## config.mk

```make
export PLATFORM = sky130hd
export DESIGN_NAME = gradient_non_max_suppression_flat
export DESIGN_NICKNAME = d
export VERILOG_FILES = /design/src/gnms_pkg.sv /design/src/gnms_stream_if.sv /design/src/gnms_ram.sv /design/src/gradient_non_max_suppression.sv /design/src/flat_wrapper.sv
export SDC_FILE = /design/constraint.sdc
export NUM_CORES = 1
export LEC_CHECK = 0
export ABC_AREA = 1
export BUFFER_PORTS_ARGS = -buffer_cell sky130_fd_sc_hd__buf_4
export CORE_ASPECT_RATIO = 0.75
export CORE_MARGIN = 2
export CORE_UTILIZATION = 40
export DETAILED_ROUTE_END_ITERATION = 12
export GPL_ROUTABILITY_DRIVEN = 0
export HOLD_SLACK_MARGIN = 0.03
export SYNTH_ARGS = -nofsm -noshare
export SYNTH_HDL_FRONTEND = slang
export SYNTH_HIERARCHICAL = 1
export SYNTH_SLANG_ARGS = --single-unit
```

## constraint.sdc

```tcl
create_clock -name clk_i -period 3.7 [get_ports clk_i]
set_input_delay 0.37 -clock clk_i [delete_from_list [all_inputs] [get_ports clk_i]]
set_output_delay 0.37 -clock clk_i [all_outputs]
set_load 0.02 [all_outputs]
```

## src/gnms_pkg.sv

```systemverilog
// ----------------------------------------------------------------------------
// gnms_pkg
// Shared types and constants for gradient non-max suppression.
// ----------------------------------------------------------------------------
`default_nettype none

package gnms_pkg;

  localparam int MagW  = 15;
  localparam int GradW = 16;
  localparam int CoordW = 12;
  localparam int CfgW  = 13;

  // tan(22.5 deg) in Q16
  localparam logic [14:0] TanQ16 = 15'd27146;

  localparam logic [CfgW-1:0] FrameWidthRst  = 13'd2704;
  localparam logic [CfgW-1:0] FrameHeightRst = 13'd1520;
  localparam int MinFrameSize = 3;

  typedef enum logic [0:0] {
    CfgFrameWidth  = 1'b0,
    CfgFrameHeight = 1'b1
  } cfg_idx_e;

  typedef enum logic [1:0] {
    Sec0   = 2'd0,
    Sec45  = 2'd1,
    Sec90  = 2'd2,
    Sec135 = 2'd3
  } sector_e;

  typedef struct packed {
    logic [MagW-1:0]         magnitude;
    logic signed [GradW-1:0] grad_x;
    logic signed [GradW-1:0] grad_y;
  } pixel_t;

  typedef struct packed {
    logic [CoordW-1:0] pixel_row;
    logic [CoordW-1:0] pixel_col;
    logic              is_candidate;
    logic              last;
  } result_t;

  // one line-buffer word per column
  typedef struct packed {
    logic [MagW-1:0] upper;
    logic [MagW-1:0] middle;
    logic [1:0]      sector;
  } line_word_t;

endpackage

`default_nettype wire

```

## src/gnms_stream_if.sv

```systemverilog
// ----------------------------------------------------------------------------
// gnms_stream_if
// Valid/ready stream channel carrying one payload beat per handshake.
// ----------------------------------------------------------------------------
`default_nettype none

interface gnms_stream_if #(
  parameter type payload_t = logic
);
  logic     valid;
  logic     ready;
  payload_t payload;

  modport source (output valid, output payload, input ready);
  modport sink   (input valid, input payload, output ready);
endinterface

`default_nettype wire

```

## src/gnms_ram.sv

```systemverilog
// ----------------------------------------------------------------------------
// gnms_ram
// Simple dual-port RAM, one write and one read port, registered read data.
// ----------------------------------------------------------------------------
`default_nettype none

module gnms_ram #(
  parameter int Width = 32,
  parameter int Depth = 4096,
  localparam int AddrW = (Depth > 1) ? $clog2(Depth) : 1
) (
  input  logic             clk_i,
  input  logic             we_i,
  input  logic [AddrW-1:0] waddr_i,
  input  logic [Width-1:0] wdata_i,
  input  logic             re_i,
  input  logic [AddrW-1:0] raddr_i,
  output logic [Width-1:0] rdata_o
);

  logic [Width-1:0] mem [Depth];
  logic [Width-1:0] rdata_q;

  always_ff @(posedge clk_i) begin
    if (we_i) begin
      mem[waddr_i] <= wdata_i;
    end
    if (re_i) begin
      rdata_q <= mem[raddr_i];
    end
  end

  assign rdata_o = rdata_q;

endmodule

`default_nettype wire

```

## src/gradient_non_max_suppression.sv

```systemverilog
// ----------------------------------------------------------------------------
// gradient_non_max_suppression
// Streaming Canny non-maximum suppression over a raster gradient stream.
// ----------------------------------------------------------------------------
// Takes one pixel per clock unless the output stalls it. Each pixel yields
// zero to three result beats: the pixel one row up and one column left is
// decided, a pixel that ends a row also flushes the right-border pixel above
// it, and pixels of the last row are passed out directly as non-edges. Each
// beat beyond the first stalls the input, as does a result not yet taken. The
// first beat of a pixel passes the input register, the line-buffer read plus
// multiply and the result register. Both magnitude rows and the sector row
// live in one RAM word per column, read when a pixel leaves the input
// register and written back one stage later. The line buffer has no clearing
// pass: every column is written on the first row, and words read before that
// never reach a candidate decision.
`default_nettype none

module gradient_non_max_suppression #(
  parameter int MAX_WIDTH  = 4096,
  parameter int MAX_HEIGHT = 4096
) (
  input  logic                      clk_i,
  input  logic                      rst_ni,
  input  logic                      cfg_we_i,
  input  logic [0:0]                cfg_idx_i,
  input  logic [gnms_pkg::CfgW-1:0] cfg_wdata_i,
  gnms_stream_if.sink               pix_i,
  gnms_stream_if.source             res_o
);

  localparam int CW = (MAX_WIDTH > 1) ? $clog2(MAX_WIDTH) : 1;
  localparam int RW = (MAX_HEIGHT > 1) ? $clog2(MAX_HEIGHT) : 1;
  localparam int SzA = ($clog2(MAX_WIDTH + 1) > gnms_pkg::CfgW) ?
                       $clog2(MAX_WIDTH + 1) : gnms_pkg::CfgW;
  localparam int SZW = ($clog2(MAX_HEIGHT + 1) > SzA) ? $clog2(MAX_HEIGHT + 1) : SzA;
  localparam int MagW = gnms_pkg::MagW;
  localparam int GradW = gnms_pkg::GradW;
  localparam int CoordW = gnms_pkg::CoordW;
  localparam int ProdW = GradW + 15;

  typedef struct packed {
    logic dec;
    logic rend;
    logic lrow;
    logic inner;
  } emit_t;

  // ---------------- configuration ----------------
  logic [gnms_pkg::CfgW-1:0] frame_width_q, frame_height_q;

  always_ff @(posedge clk_i or negedge rst_ni) begin
    if (!rst_ni) begin
      frame_width_q  <= gnms_pkg::FrameWidthRst;
      frame_height_q <= gnms_pkg::FrameHeightRst;
    end else if (cfg_we_i) begin
      unique case (gnms_pkg::cfg_idx_e'(cfg_idx_i))
        gnms_pkg::CfgFrameWidth:  frame_width_q  <= cfg_wdata_i;
        gnms_pkg::CfgFrameHeight: frame_height_q <= cfg_wdata_i;
      endcase
    end
  end

  logic [SZW-1:0] w_raw, h_raw, w_eff, h_eff;

  assign w_raw = SZW'(frame_width_q);
  assign h_raw = SZW'(frame_height_q);
  assign w_eff = (w_raw < SZW'(gnms_pkg::MinFrameSize)) ? SZW'(gnms_pkg::MinFrameSize) :
                 (w_raw > SZW'(MAX_WIDTH)) ? SZW'(MAX_WIDTH) : w_raw;
  assign h_eff = (h_raw < SZW'(gnms_pkg::MinFrameSize)) ? SZW'(gnms_pkg::MinFrameSize) :
                 (h_raw > SZW'(MAX_HEIGHT)) ? SZW'(MAX_HEIGHT) : h_raw;

  // ---------------- handshake ----------------
  logic s0_valid_q, s1_valid_q;
  logic [2:0] s2_mask_q;
  logic s2_single, s2_free, s1_adv, s1_free, s0_adv, s0_free, in_acc, out_acc;

  assign s2_single = (s2_mask_q & (s2_mask_q - 3'd1)) == 3'd0;
  assign s2_free   = (s2_mask_q == 3'd0) || (res_o.ready && s2_single);
  assign s1_adv    = s1_valid_q && s2_free;
  assign s1_free   = !s1_valid_q || s2_free;
  assign s0_adv    = s0_valid_q && s1_free;
  assign s0_free   = !s0_valid_q || s1_free;
  assign pix_i.ready = s0_free;
  assign in_acc    = pix_i.valid && s0_free;
  assign out_acc   = res_o.valid && res_o.ready;

  // ---------------- position counters ----------------
  logic [RW-1:0] row_q;
  logic [CW-1:0] col_q;
  logic last_col, last_row;
  emit_t in_emit;

  assign last_col = SZW'(col_q) >= (w_eff - SZW'(1));
  assign last_row = SZW'(row_q) >= (h_eff - SZW'(1));

  always_comb begin
    in_emit.dec   = (row_q != '0) && (col_q != '0);
    in_emit.rend  = (row_q != '0) && last_col;
    in_emit.lrow  = last_row;
    in_emit.inner = (SZW'(row_q) >= SZW'(2)) && (SZW'(row_q) <= h_eff - SZW'(1)) &&
                    (SZW'(col_q) >= SZW'(2)) && (SZW'(col_q) <= w_eff - SZW'(1));
  end

  always_ff @(posedge clk_i or negedge rst_ni) begin
    if (!rst_ni) begin
      row_q <= '0;
      col_q <= '0;
    end else if (in_acc) begin
      if (last_col) begin
        col_q <= '0;
        row_q <= last_row ? '0 : row_q + RW'(1);
      end else begin
        col_q <= col_q + CW'(1);
      end
    end
  end

  // ---------------- stage 0: input register ----------------
  gnms_pkg::pixel_t pin;
  logic [GradW-1:0] in_ax, in_ay;
  logic in_neg;

  assign pin    = pix_i.payload;
  assign in_ax  = pin.grad_x[GradW-1] ? GradW'(-pin.grad_x) : GradW'(pin.grad_x);
  assign in_ay  = pin.grad_y[GradW-1] ? GradW'(-pin.grad_y) : GradW'(pin.grad_y);
  assign in_neg = pin.grad_y[GradW-1] || ((pin.grad_y == '0) && pin.grad_x[GradW-1]);

  logic [MagW-1:0]  s0_mag_q;
  logic [GradW-1:0] s0_ax_q, s0_ay_q;
  logic s0_gzero_q, s0_xzero_q, s0_xpos_q;
  logic [RW-1:0] s0_row_q;
  logic [CW-1:0] s0_col_q;
  emit_t s0_emit_q;

  always_ff @(posedge clk_i or negedge rst_ni) begin
    if (!rst_ni) begin
      s0_valid_q <= 1'b0;
    end else if (s0_free) begin
      s0_valid_q <= pix_i.valid;
    end
  end

  always_ff @(posedge clk_i) begin
    if (in_acc) begin
      s0_mag_q   <= pin.magnitude;
      s0_ax_q    <= in_ax;
      s0_ay_q    <= in_ay;
      s0_gzero_q <= (pin.grad_x == '0) && (pin.grad_y == '0);
      s0_xzero_q <= pin.grad_x == '0;
      s0_xpos_q  <= in_neg ? pin.grad_x[GradW-1] : !pin.grad_x[GradW-1];
      s0_row_q   <= row_q;
      s0_col_q   <= col_q;
      s0_emit_q  <= in_emit;
    end
  end

  // ---------------- stage 1: line-buffer read, products ----------------
  logic [ProdW-1:0] s0_tx, s0_ty;

  assign s0_tx = ProdW'(s0_ax_q) * ProdW'(gnms_pkg::TanQ16);
  assign s0_ty = ProdW'(s0_ay_q) * ProdW'(gnms_pkg::TanQ16);

  logic [MagW-1:0]  s1_mag_q;
  logic [GradW-1:0] s1_ax_q, s1_ay_q;
  logic [ProdW-1:0] s1_tx_q, s1_ty_q;
  logic s1_gzero_q, s1_xzero_q, s1_xpos_q;
  logic [RW-1:0] s1_row_q;
  logic [CW-1:0] s1_col_q;
  emit_t s1_emit_q;

  always_ff @(posedge clk_i or negedge rst_ni) begin
    if (!rst_ni) begin
      s1_valid_q <= 1'b0;
    end else if (s1_free) begin
      s1_valid_q <= s0_valid_q;
    end
  end

  always_ff @(posedge clk_i) begin
    if (s0_adv) begin
      s1_mag_q   <= s0_mag_q;
      s1_ax_q    <= s0_ax_q;
      s1_ay_q    <= s0_ay_q;
      s1_tx_q    <= s0_tx;
      s1_ty_q    <= s0_ty;
      s1_gzero_q <= s0_gzero_q;
      s1_xzero_q <= s0_xzero_q;
      s1_xpos_q  <= s0_xpos_q;
      s1_row_q   <= s0_row_q;
      s1_col_q   <= s0_col_q;
      s1_emit_q  <= s0_emit_q;
    end
  end

  gnms_pkg::line_word_t ram_rd, ram_wr;
  logic [$bits(gnms_pkg::line_word_t)-1:0] ram_rdata;

  gnms_ram #(
    .Width ($bits(gnms_pkg::line_word_t)),
    .Depth (MAX_WIDTH)
  ) u_line_ram (
    .clk_i   (clk_i),
    .we_i    (s1_adv),
    .waddr_i (s1_col_q),
    .wdata_i (ram_wr),
    .re_i    (s0_adv),
    .raddr_i (s0_col_q),
    .rdata_o (ram_rdata)
  );

  assign ram_rd = gnms_pkg::line_word_t'(ram_rdata);

  // sector pick
  gnms_pkg::sector_e s1_sec;
  logic [31:0] ax_sh, ay_sh, tx_ext, ty_ext;

  assign ax_sh  = {s1_ax_q, 16'd0};
  assign ay_sh  = {s1_ay_q, 16'd0};
  assign tx_ext = 32'(s1_tx_q);
  assign ty_ext = 32'(s1_ty_q);

  always_comb begin
    if (s1_gzero_q) begin
      s1_sec = gnms_pkg::Sec0;
    end else if (s1_xzero_q) begin
      s1_sec = gnms_pkg::Sec90;
    end else if (s1_xpos_q) begin
      if (ay_sh < tx_ext)       s1_sec = gnms_pkg::Sec0;
      else if (ax_sh <= ty_ext) s1_sec = gnms_pkg::Sec90;
      else                      s1_sec = gnms_pkg::Sec45;
    end else begin
      if (ay_sh <= tx_ext)      s1_sec = gnms_pkg::Sec0;
      else if (ax_sh < ty_ext)  s1_sec = gnms_pkg::Sec90;
      else                      s1_sec = gnms_pkg::Sec135;
    end
  end

  always_comb begin
    ram_wr.upper  = ram_rd.middle;
    ram_wr.middle = s1_mag_q;
    ram_wr.sector = s1_sec;
  end

  // 3x3 window: left and center columns of each row; right column comes
  // straight from the line buffer and the input
  logic [MagW-1:0] t1_q, t2_q, m1_q, m2_q, b1_q, b2_q;
  gnms_pkg::sector_e held_sec_q;

  always_ff @(posedge clk_i or negedge rst_ni) begin
    if (!rst_ni) begin
      t1_q       <= '0;
      t2_q       <= '0;
      m1_q       <= '0;
      m2_q       <= '0;
      b1_q       <= '0;
      b2_q       <= '0;
      held_sec_q <= gnms_pkg::Sec0;
    end else if (s1_adv) begin
      t1_q       <= t2_q;
      t2_q       <= ram_rd.upper;
      m1_q       <= m2_q;
      m2_q       <= ram_rd.middle;
      b1_q       <= b2_q;
      b2_q       <= s1_mag_q;
      held_sec_q <= gnms_pkg::sector_e'(ram_rd.sector);
    end
  end

  logic [MagW-1:0] nb_a, nb_b;
  logic s1_cand;

  always_comb begin
    case (held_sec_q)
      gnms_pkg::Sec0: begin
        nb_a = m1_q;
        nb_b = ram_rd.middle;
      end
      gnms_pkg::Sec45: begin
        nb_a = t1_q;
        nb_b = s1_mag_q;
      end
      gnms_pkg::Sec90: begin
        nb_a = t2_q;
        nb_b = b2_q;
      end
      default: begin
        nb_a = ram_rd.upper;
        nb_b = b1_q;
      end
    endcase
  end

  assign s1_cand = s1_emit_q.inner && (m2_q >= nb_a) && (m2_q >= nb_b);

  // ---------------- stage 2: result register ----------------
  logic [CoordW-1:0] s2_row_q, s2_rm1_q, s2_col_q, s2_cm1_q;
  logic s2_cand_q;

  always_ff @(posedge clk_i or negedge rst_ni) begin
    if (!rst_ni) begin
      s2_mask_q <= 3'd0;
    end else if (s1_adv) begin
      s2_mask_q <= {s1_emit_q.lrow, s1_emit_q.rend, s1_emit_q.dec};
    end else if (out_acc) begin
      s2_mask_q <= s2_mask_q & (s2_mask_q - 3'd1);
    end
  end

  always_ff @(posedge clk_i) begin
    if (s1_adv) begin
      s2_row_q  <= CoordW'(s1_row_q);
      s2_rm1_q  <= CoordW'(s1_row_q - RW'(1));
      s2_col_q  <= CoordW'(s1_col_q);
      s2_cm1_q  <= CoordW'(s1_col_q - CW'(1));
      s2_cand_q <= s1_cand;
    end
  end

  gnms_pkg::result_t res;

  always_comb begin
    res.pixel_row    = s2_mask_q[2:0] == 3'b100 ? s2_row_q : s2_rm1_q;
    res.pixel_col    = s2_mask_q[0] ? s2_cm1_q : s2_col_q;
    res.is_candidate = s2_mask_q[0] && s2_cand_q;
    res.last         = s2_single;
    if (!s2_mask_q[0] && !s2_mask_q[1]) begin
      res.pixel_row = s2_row_q;
    end
  end

  assign res_o.valid   = s2_mask_q != 3'd0;
  assign res_o.payload = res;

endmodule

`default_nettype wire

```

## src/flat_wrapper.sv

```systemverilog
// flat-port wrapper written by rule: the top's interface ports become plain ports
module gradient_non_max_suppression_flat 
#(
  parameter int MAX_WIDTH  = 4096,
  parameter int MAX_HEIGHT = 4096
)
  (clk_i, rst_ni, cfg_we_i, cfg_idx_i, cfg_wdata_i, pix_i_valid, pix_i_payload, pix_i_ready, res_o_valid, res_o_payload, res_o_ready);
  gnms_stream_if pix_i_i ();
  gnms_stream_if res_o_i ();
  input  logic clk_i;
  input  logic rst_ni;
  input  logic cfg_we_i;
  input  logic [0:0] cfg_idx_i;
  input  logic [gnms_pkg::CfgW-1:0] cfg_wdata_i;
  input wire logic [$bits(pix_i_i.valid)-1:0] pix_i_valid;
  input wire logic [$bits(pix_i_i.payload)-1:0] pix_i_payload;
  output wire logic [$bits(pix_i_i.ready)-1:0] pix_i_ready;
  output wire logic [$bits(res_o_i.valid)-1:0] res_o_valid;
  output wire logic [$bits(res_o_i.payload)-1:0] res_o_payload;
  input wire logic [$bits(res_o_i.ready)-1:0] res_o_ready;
  assign pix_i_i.valid = pix_i_valid;
  assign pix_i_i.payload = pix_i_payload;
  assign pix_i_ready = pix_i_i.ready;
  assign res_o_valid = res_o_i.valid;
  assign res_o_payload = res_o_i.payload;
  assign res_o_i.ready = res_o_ready;
  gradient_non_max_suppression #(.MAX_WIDTH(MAX_WIDTH), .MAX_HEIGHT(MAX_HEIGHT)) u_core (.clk_i(clk_i), .rst_ni(rst_ni), .cfg_we_i(cfg_we_i), .cfg_idx_i(cfg_idx_i), .cfg_wdata_i(cfg_wdata_i), .pix_i(pix_i_i), .res_o(res_o_i));
endmodule
```

==> run_results.csv <==
group,metric,value,unit
worst_setup_path,path_class,"reg -> reg",
cts,cts_max_level,3,
worst_setup_path,required,3910,ps
floorplanning,core_area,10250,µm²
global_route,grt_pass1_wl,15110,µm
floorplanning,die_area,11360,µm²
synth,syn_inst,569,
placement,dp_hpwl,6733,µm
cts,cts_tree,"done",
synth,yosysUniqueCellTypes,36,
timing,fin_ws,319.1,ps
global_route,grt_start_max_net_pins,56,
cells_and_area,drive_gt1_frac,0.1364,
detailed_routing,drc_errors,0,
cts,clk_pin_slew_worst_paths,50,ps
detailed_routing,finalWirelength,8999,µm
worst_setup_path,crit_path_start_kind,"flip-flop",
worst_setup_path,crit_top_cell,"nand2_1",
worst_setup_path,end_kind,"flip-flop",
synth,synth_flop_cell,"dfrtp_1",
timing,fin_worst_hold_slack,91.61,ps
worst_setup_path,cpMaxStageDelayCell,"dfstp_2",
detailed_routing,wl_per_cell,12.21,µm
cts,cts_max_path_buffers,2,
synth,avgSynthCellArea,7.393,µm²
synth,synth_top_area_cell,"dfrtp_1",
timing,min_period,3381,ps
cts,cts_num_sinks,61,
job,cap_violations,0,
synth,synth_top_area_share,0.2677,
cts,post_cts_buffers,0,
global_route,grt_usage,0.1684,
cts,cts_made_buffers,9,
worst_setup_path,r2r_slack,320,ps
synth,syn_area,4207,µm²
timing,hold_viol,0,
detailed_routing,dr.first_iter.drc_count,176,
cells_and_area,final_nets,646,
floorplanning,die_h,92.81,µm
synth,yosysSeqAreaShare,0.3730,
pwr,ir_drop,0.0002358,V
cells_and_area,antennaDiodeCount,0,
min_path,hold_class,"in -> async",
worst_setup_path,cp_max_fo,24,
floorplanning,die_x,122.4,µm
worst_setup_path,worst-endpoint-arrival,3600,ps
detailed_routing,vias_per_cell,4.818,
timing,setup_viol,0,
floorplanning,rows,32,
pwr,power_frac_seq,0.337,
synth,synthTopCellsByCount,"154 x nand2_1, 88 x inv_1, 52 x nor2_1",
pwr,p_sw,1.092,mW
pwr,p_leak,2.537,nW
synth,syn_nets,619,
global_route,grt-ovfl-total,0,
synth,netlist_top_cells_area,"dfrtp_1 27%, nand2_1 14%, ha_1 8.9%",
timing,worst_pin_slew,711.4,ps
floorplanning,pin_count,23,
worst_setup_path,cpPeakStageDelay,570,ps
detailed_routing,first_pass_iters,4,
run_status,outcome,"complete, no violations",
placement,place_ws,188.5,ps
pwr,power_frac_comb,0.341,
synth,yosys_warnings,6,
timing,finClkSkew,4.198,ps
global_route,antenna_found_initial,0,
timing,drv_slew,0,
placement,io_buffer_count,21,
cts,clk_latency,330,ps
timing,fmax,295.8,MHz
timing,slew_headroom,0.5246,
synth,async_reset_ff_frac,0.9016,
cells_and_area,syn2layout_area_growth,16.09,%
synth,yosys.cell_count.top_type,"nand2_1",
pwr,sw_frac_of_total,0.3674,
pwr,clock_power_share,0.322,
cts,cts_root_buf,"clkbuf_16",
detailed_routing,vias,3551,
pwr,powerDensity,608.8,nW/µm²
synth,synth-edff-count,6,
detailed_routing,ant_nets,0,
floorplanning,initial_core_util,0.4104,
synth,synth_seq_cells,61,
pwr,p_int,1.881,mW
global_route,grt_pass1_vias,3185,
timing,finalCritPeriodShare,0.9137,
==> area by class of cell <==
cell class	count	area, µm²
clock buffers	10	250.2
clock inverters	6	91.34
fillers	1052	5366
inverters	93	349.1
multi-input cells	406	2258
flip-flops and latches	61	1569
well taps	136	170.2
repair buffers	25	195.2
==> routing by layer <==
metal / track usage / vias to the layer above / share of wire / routed length [µm]
met5: 0 / - / 0 / 0
met4: 0.04885 / 0 / 0.0076 / 68
met3: 0.03941 / 6 / 0.035 / 312
met2: 0.2519 / 47 / 0.44 / 3953
met1: 0.2412 / 1632 / 0.52 / 4663
li1: - / 1866 / - / -
==> power by group through the flow <==
stage / registers (mW) / clock network, mW / logic, mW
6_report: 1.00 / 0.958 / 1.01
3_3_place_gp: 1.01 / 0 / 0.972
4_1_cts: 1.00 / 0.985 / 1.01
5_1_grt: 1.02 / 1.01 / 1.17
2_1_floorplan: 0.965 / 0 / 0.782
3_5_place_dp: 1.01 / 0 / 1.01
==> sequential cells by signal, indices dropped and copies added, names as in the netlist <==
signal	flops
u_core/frame_width_q	13
u_core/s0_emit_q	3
u_core/col_q	12
u_core/s2_mask_q	3
u_core/frame_height_q	13
u_core/s0_valid_q	1
u_core/s1_valid_q	1
u_core/row_q	12
u_core/s1_emit_q	3
==> placed cells by master (no fill, tap or decap), drive strengths merged <==
cell    instances
nand2         157
inv            94
nor2           56
o21ai          55
dfrtp          45
nand3          33
ha             30
buf            25
xor2           23
a21oi          13
clkbuf         10
dfstp          10
nand4           9
xnor2           8
nor3            6
edfxtp          6
nor4            4
or2             4
nand3b          3
clkinv          3
bufinv          2
a21boi          1
o41ai           1
o21a            1
o22ai           1
a31oi           1
==> metrics by stage <==
stage | cells | TNS [ps] | power (mW) | utilization | area (µm²)
6_report | 737 | 0 | 2.973 | 0.4764 | 4883
5_1_grt | 737 | -7.839 | 3.204 | 0.4764 | 4883
4_1_cts | 737 | 0 | 2.999 | 0.4731 | 4850
3_5_place_dp | 721 | 0 | 2.017 | 0.4398 | 4508
3_3_place_gp | 721 | 0 | 1.979 | 0.4398 | 4508
2_1_floorplan | 569 | 0 | 1.747 | - | 4207
==> critical path, delay by kind of cell (launching register included) <==
kind	cells	cell delay, ps
compound gates	2	300
buf+inv	1	180
xor+xnor	1	130
flops	1	570
simple gates	20	1570
fa+ha+maj	2	520
==> path summary, 6_finish.rpt <==
| kind | start | to | cells past startpoint |
|---|---|---|---|
| worst max-delay path | u_core/frame_width_q[7]$_DFFE_PN1P_ | u_core/row_q[4]$_DFFE_PN0P_ | 26 |
| worst min-delay path | rst_ni | u_core/s2_mask_q[2]$_DFFE_PN0P_ | 1 |
| worst max register to register | u_core/frame_width_q[7]$_DFFE_PN1P_ | u_core/row_q[4]$_DFFE_PN0P_ | 26 |
| worst min register to register | u_core/s0_emit_q[3]$_DFFE_PP_ | u_core/s1_emit_q[3]$_DFFE_PP_ | 0 |
| max in group asynchronous | rst_ni | u_core/frame_height_q[12]$_DFFE_PN0P_ | 1 |
| min in group clk_i | res_o_ready | u_core/s2_mask_q[2]$_DFFE_PN0P_ | 2 |
==> timing repair <==
item / 4_1_cts / 5_1_grt
hold buffers: 0 / 0
endpoints found under the setup margin: 0 / 21
resized for setup: 0 / 8
==> logic make-up (layout without fill, tap and decap cells) <==
logic type	count (synthesis)	after routing	share of synthesized area
AOI/OAI and AO/OA	73	73	0.1002
xor gates and xnor gates	31	31	0.06454
and+or+nand+nor	272	272	0.2766
DFF	61	61	0.3730
adders and majority gates	30	30	0.08923
buffers and inverters	102	134	0.09637
Note: power is estimated with default switching activity, not from simulation.
